[src/spq_pkg.sv]
package spq_pkg;
  localparam int Capacity = 64;
  localparam int IdxW = $clog2(Capacity);
  localparam int CntW = $clog2(Capacity + 1);
  localparam int UrgW = 8;
  localparam int FieldW = 31;

  localparam logic ReqInsert = 1'b0;
  localparam logic ReqRemove = 1'b1;

  localparam logic [1:0] StOk = 2'd0;
  localparam logic [1:0] StEmpty = 2'd1;
  localparam logic [1:0] StFull = 2'd2;

  typedef struct packed {
    logic [UrgW-1:0]   urg;
    logic [FieldW-1:0] nid;
    logic [FieldW-1:0] usr;
    logic [FieldW-1:0] dat;
  } entry_t;

  // controller to datapath
  typedef struct packed {
    logic load;
    logic ins;
    logic rem;
    logic fin;
  } spq_cmd_t;

  // datapath to controller
  typedef struct packed {
    logic full;
    logic empty;
  } spq_sts_t;
endpackage

[src/spq_ctrl.sv]
module spq_ctrl import spq_pkg::*; (
  input  logic     clk_i,
  input  logic     rst_ni,
  input  logic     start_i,
  input  logic     req_type_i,
  input  spq_sts_t sts_i,
  output spq_cmd_t cmd_o,
  output logic     busy_o,
  output logic     done_o,
  output logic [1:0] status_o
);
  localparam logic [0:0] SIdle = 1'b0;
  localparam logic [0:0] SExec = 1'b1;

  logic [0:0] state_q, state_d;
  logic       op_q;
  logic [1:0] status_q, status_d;
  logic       acc;

  assign acc = start_i && (state_q == SIdle);

  // next state and result status
  always_comb begin
    state_d = state_q;
    status_d = status_q;
    case (state_q)
      SIdle: begin
        if (start_i) begin
          state_d = SExec;
          if (req_type_i == ReqInsert) status_d = sts_i.full ? StFull : StOk;
          else status_d = sts_i.empty ? StEmpty : StOk;
        end
      end
      SExec: state_d = SIdle;
      default: state_d = SIdle;
    endcase
  end

  always_ff @(posedge clk_i or negedge rst_ni) begin
    if (!rst_ni) begin
      state_q <= SIdle;
      status_q <= StOk;
      op_q <= ReqInsert;
    end else begin
      state_q <= state_d;
      status_q <= status_d;
      if (acc) op_q <= req_type_i;
    end
  end

  assign cmd_o.load = acc;
  assign cmd_o.ins = (state_q == SExec) && (op_q == ReqInsert) && (status_q == StOk);
  assign cmd_o.rem = (state_q == SExec) && (op_q == ReqRemove) && (status_q == StOk);
  assign cmd_o.fin = (state_q == SExec);
  assign busy_o = (state_q != SIdle);
  assign done_o = (state_q == SExec);
  assign status_o = status_q;
endmodule

[config.mk]
export PLATFORM = sky130hd
export DESIGN_NAME = spq_ctrl
export DESIGN_NICKNAME = d
export VERILOG_FILES = /design/src/spq_pkg.sv /design/src/spq_ctrl.sv
export SDC_FILE = /design/constraint.sdc
export NUM_CORES = 1
export LEC_CHECK = 0
export BUFFER_PORTS_ARGS = -buffer_cell sky130_fd_sc_hd__buf_2
export CORE_AREA = 3 3 40 42
export DETAILED_ROUTE_END_ITERATION = 12
export DIE_AREA = 0 0 43 45
export PLACE_DENSITY_LB_ADDON = 0.25
export RECOVER_POWER = 100
export SLEW_MARGIN = 5
export SYNTH_ARGS = -nofsm -noshare
export SYNTH_HDL_FRONTEND = slang
export SYNTH_SLANG_ARGS = --single-unit
[constraint.sdc]
create_clock -name clk_i -period 2.7 [get_ports clk_i]
set_input_delay 0.54 -clock clk_i [delete_from_list [all_inputs] [get_ports clk_i]]
set_output_delay 0.54 -clock clk_i [all_outputs]
set_load 0.005 [all_outputs]
Word level (Yosys, flattened, before mapping)
Cells that the tools add are included.

Add/subtract/negate cells: 0. Multiply operators: 0. Div/mod/pow operators: 0. Magnitude comparators: 0. Eq/ne operators: 0. Shift operators: 0. Mux-type cells: 5. Bitwise logic cells: 2. Reductions and logical operators: 7.

Operator list (number): $logic_and A1 B1 Y1 (5); $mux W2 (2); $logic_not A2 Y1 (1); $mux W1 (2); $not A1 Y1 (2); $pmux W1 S2 (1); $reduce_and A2 Y1 (1).

Register bits after elaboration: 4. Latch bits: 0. Bits in writable memories: 0. ROM bits: 0. Bits of input ports: 6. Output and inout bits: 8. Memories kept: 0.

Longest topological paths before layout
Depth in word-level cells: 3. Depth in mapped cells: 2.

Least setup slack after synthesis
No wires, ideal clock.

Kind: input to output. From: in start_i. To: out cmd_o[3] in the netlist's numbering. Arrival time: 849 ps. Required time: 2160 ps. Path slack: 1311 ps. Stages on the path: 2. Buffers on the path: 1. Cells stage by stage: nor2b_4 buf_4.

RTL lines: start: declaration (line spq_ctrl.sv:4) `input logic start_i,`; end: declaration (line spq_ctrl.sv:7) `output spq_cmd_t cmd_o,`.

==> impl_results.md <==
* Post-DRT Antenna Nets at 0
* Leak at roughly 0.13 nW
* Critical path class: flop to primary output
* Cell with the most instances after synthesis: dfrtp_1
* FFs w/ async S/R, synth at 100.0%
* Pwr dens at around 630 nW/µm²
* Vias at 165
* Vias in the first global route at around 170
* Yosys reg bits at 4
* XOR/XNOR Fraction of Synth Area at 0%
* Post-synthesis mux area share at approximately a fifth
* Synth warn at 0
* Crit path launch type: flop
* Worst EP arrival at between 1000 and 1500 ps
* Initial Utilization at 16.26%
* Clk_lat worst skew at 230 ps
* Clock power share at 41.6%
* DP Area at around 270 µm²
* Clock skew at 3.213 ps
* Rows at 13
* Post-CTS sizing at 0
* Syn nets at 22
* Placed cells at between 40 and 50
* RR Endpoint: status_o[1]$_DFFE_PN0P_
* Peak supply drop at ~0.11 mV
* Dominant cells by area after synthesis: dfrtp_1 (48%), mux2_4 (14%), buf_4 (11%), nor2b_4 (6.6%), mux2i_1 (4.8%)
* Area growth syn-to-layout at 31.74%
* Slew Limit Fails at 0
* Sw Ratio at a little under a quarter
* Required time of the critical path at between 2000 and 2500 ps
* I/O pins at 14
* Sequential power share at 42.4%
* Clock Tree Buf Depth at 2
* List of most frequent post-synthesis cells: dfrtp_1 (4), buf_4 (3), mux2_4 (2)
* F_max at between 500 and 600 MHz
* WL met2 at approximately 160 µm
* Avg Inst Size Synth at about 13 µm²
* R2r startpoint: busy_o$_DFF_PN0_
* Largest family of logic cells by synthesized area: simple AND/OR/NAND/NOR gates
* PortBufs at 13
* Post-CTS setup buffer count at 0
* Final setup violation count at 0
* Crit share post-route at 63.45%
* Post-synthesis adder-cell area fraction at 0%
* Outcome: finished clean
* Synth top area share at 47.90%
* Area leader, netlist: dfrtp_1
* Pwr Total at around 0.17 mW
* CTS H-tree lvls at 1
* Post-synthesis compound-gate area fraction at 0%
* TritonCTS Buffers at 3
* NetSw at between 0.04 and 0.05 mW
* Aggregate global routing overflow at 0
* WL met3 at 70 µm
* Cts hold-fix bufs at 0
* CTS root buffer: clkbuf_4
* First-pass GRT wire length at roughly 640 µm
* Pre-antenna DRT Iters at 1
* Nets at 37
* Post-Synth Simple-Gate Area at approximately a fifth
* Gpl congestion at roughly 0.61
* Antenna violations before repair at 0
* P_int at 0.1340 mW
* Clk sinks at 4
* Max-cap violations at 0
* R2r setup slk at 1420 ps
* ANT cells at 0
* Tightest Pin Transition at roughly 420 ps
* Crit path time final at roughly 1700 ps
* Final Non-Filler Cells at 44
* Setup TNS at 0 ps
* Mapped Area at around 210 µm²
* Met1 WL at 163 µm
* Die Y at about 45 µm
* Final Hold Viols at 0
* CP Max Fanout at 6
* Total Routing Usage GR at around 5.5%
* EDFF count, synth at 0
* Cell variety after synth at 10
* Sequential fraction of the synthesis area at between 40% and 50%
* Top FF cell, synth: dfrtp_1
* Die X at roughly 43 µm
* Hold Crit Class: input port to async pin
* Total wire length at approximately 410 µm
* Die ar. at 1935 µm²
* Max-slew headroom at between 70 and 80%
* Reg2Reg Depth at 2
* Crit path capture type: primary output
* Largest net degree at the start of global routing at 7
* DR WL/cell at ~9.2 µm
* DRC errors left at 0
* Combinational group share of total power at 16.0%
* Vias per cell at about 3.8
* Synthesized instance count at 16
* Design area at around 280 µm²
* Layout cells sized above 1 at 44.83%
* RSZ-0062 raised after global routing: false
* First DRT Iteration DRCs at 0
* CTS tree: built
* DR top layer: met4
* Post-route core utilization at a little over a fifth
* Worst-path clk slew at approximately 40 ps
* Core outline area at around 1300 µm²
-- metrics by stage --
stage,hold WS (ps),setup slack (ps)
6_report,121.7,986.8
5_1_grt,132.1,882.7
3_5_place_dp,347.5,1189
2_1_floorplan,244.4,1311
3_3_place_gp,348.6,1188
4_1_cts,96.42,1025
-- layer usage --
metal	vias to the layer above	GRT usage (%)
li1	78	-
met1	73	4.412
met2	12	7.186
met3	2	4.781
met4	0	7.229
met5	-	0
-- area by class of cell --
class                      count  area (µm²)
timing repair buffer          13       58.81
clock buffer                   3       22.52
tap                           15       18.77
inverter                       1       3.754
fill                         146        1010
multi-input combinational      8       71.32
sequential                     4       100.1
-- worst max-delay path: stages, from the launching register on --
cell      delay [ps]
dfrtp_1          410
nor2b_1          370
clkbuf_1         160
-- worst max path at each step --
stage / end / cells past startpoint / from
global route: cmd_o[3] / 2 / busy_o$_DFF_PN0_
CTS: cmd_o[2] / 2 / busy_o$_DFF_PN0_
detailed placement: cmd_o[3] / 3 / start_i
global placement: cmd_o[3] / 3 / start_i
finish: cmd_o[3] / 2 / busy_o$_DFF_PN0_
floorplan: cmd_o[3] / 2 / start_i
-- flip-flops by register name, indices dropped and copies added (netlist names) --
name	count
busy_o	1
status_o	2
op_q	1
-- cells in the final DEF (no fill, tap or decap) --
master / n
buf_2: 8
clkbuf_1: 5
clkbuf_4: 3
dfrtp_1: 4
inv_1: 1
mux2_2: 1
mux2_4: 1
mux2i_1: 1
nand2_1: 1
nor2b_1: 2
nor4b_1: 1
nor4bb_1: 1
-- power by group through the flow --
stage / Clock, mW / Combinational, mW / Sequential [mW]
finish: 0.0727 / 0.0280 / 0.0740
detailed placement: 0 / 0.0320 / 0.0757
CTS: 0.0769 / 0.0320 / 0.0750
global route: 0.0789 / 0.0313 / 0.0759
floorplan: 0 / 0.0201 / 0.0748
global placement: 0 / 0.0323 / 0.0751
-- cells by family after synthesis --
family / after synthesis
multiplexers: 3
buffers and inverters: 4
flip-flops: 4
AND/OR/NAND/NOR: 5
Note: power is estimated with default switching activity, not from simulation.
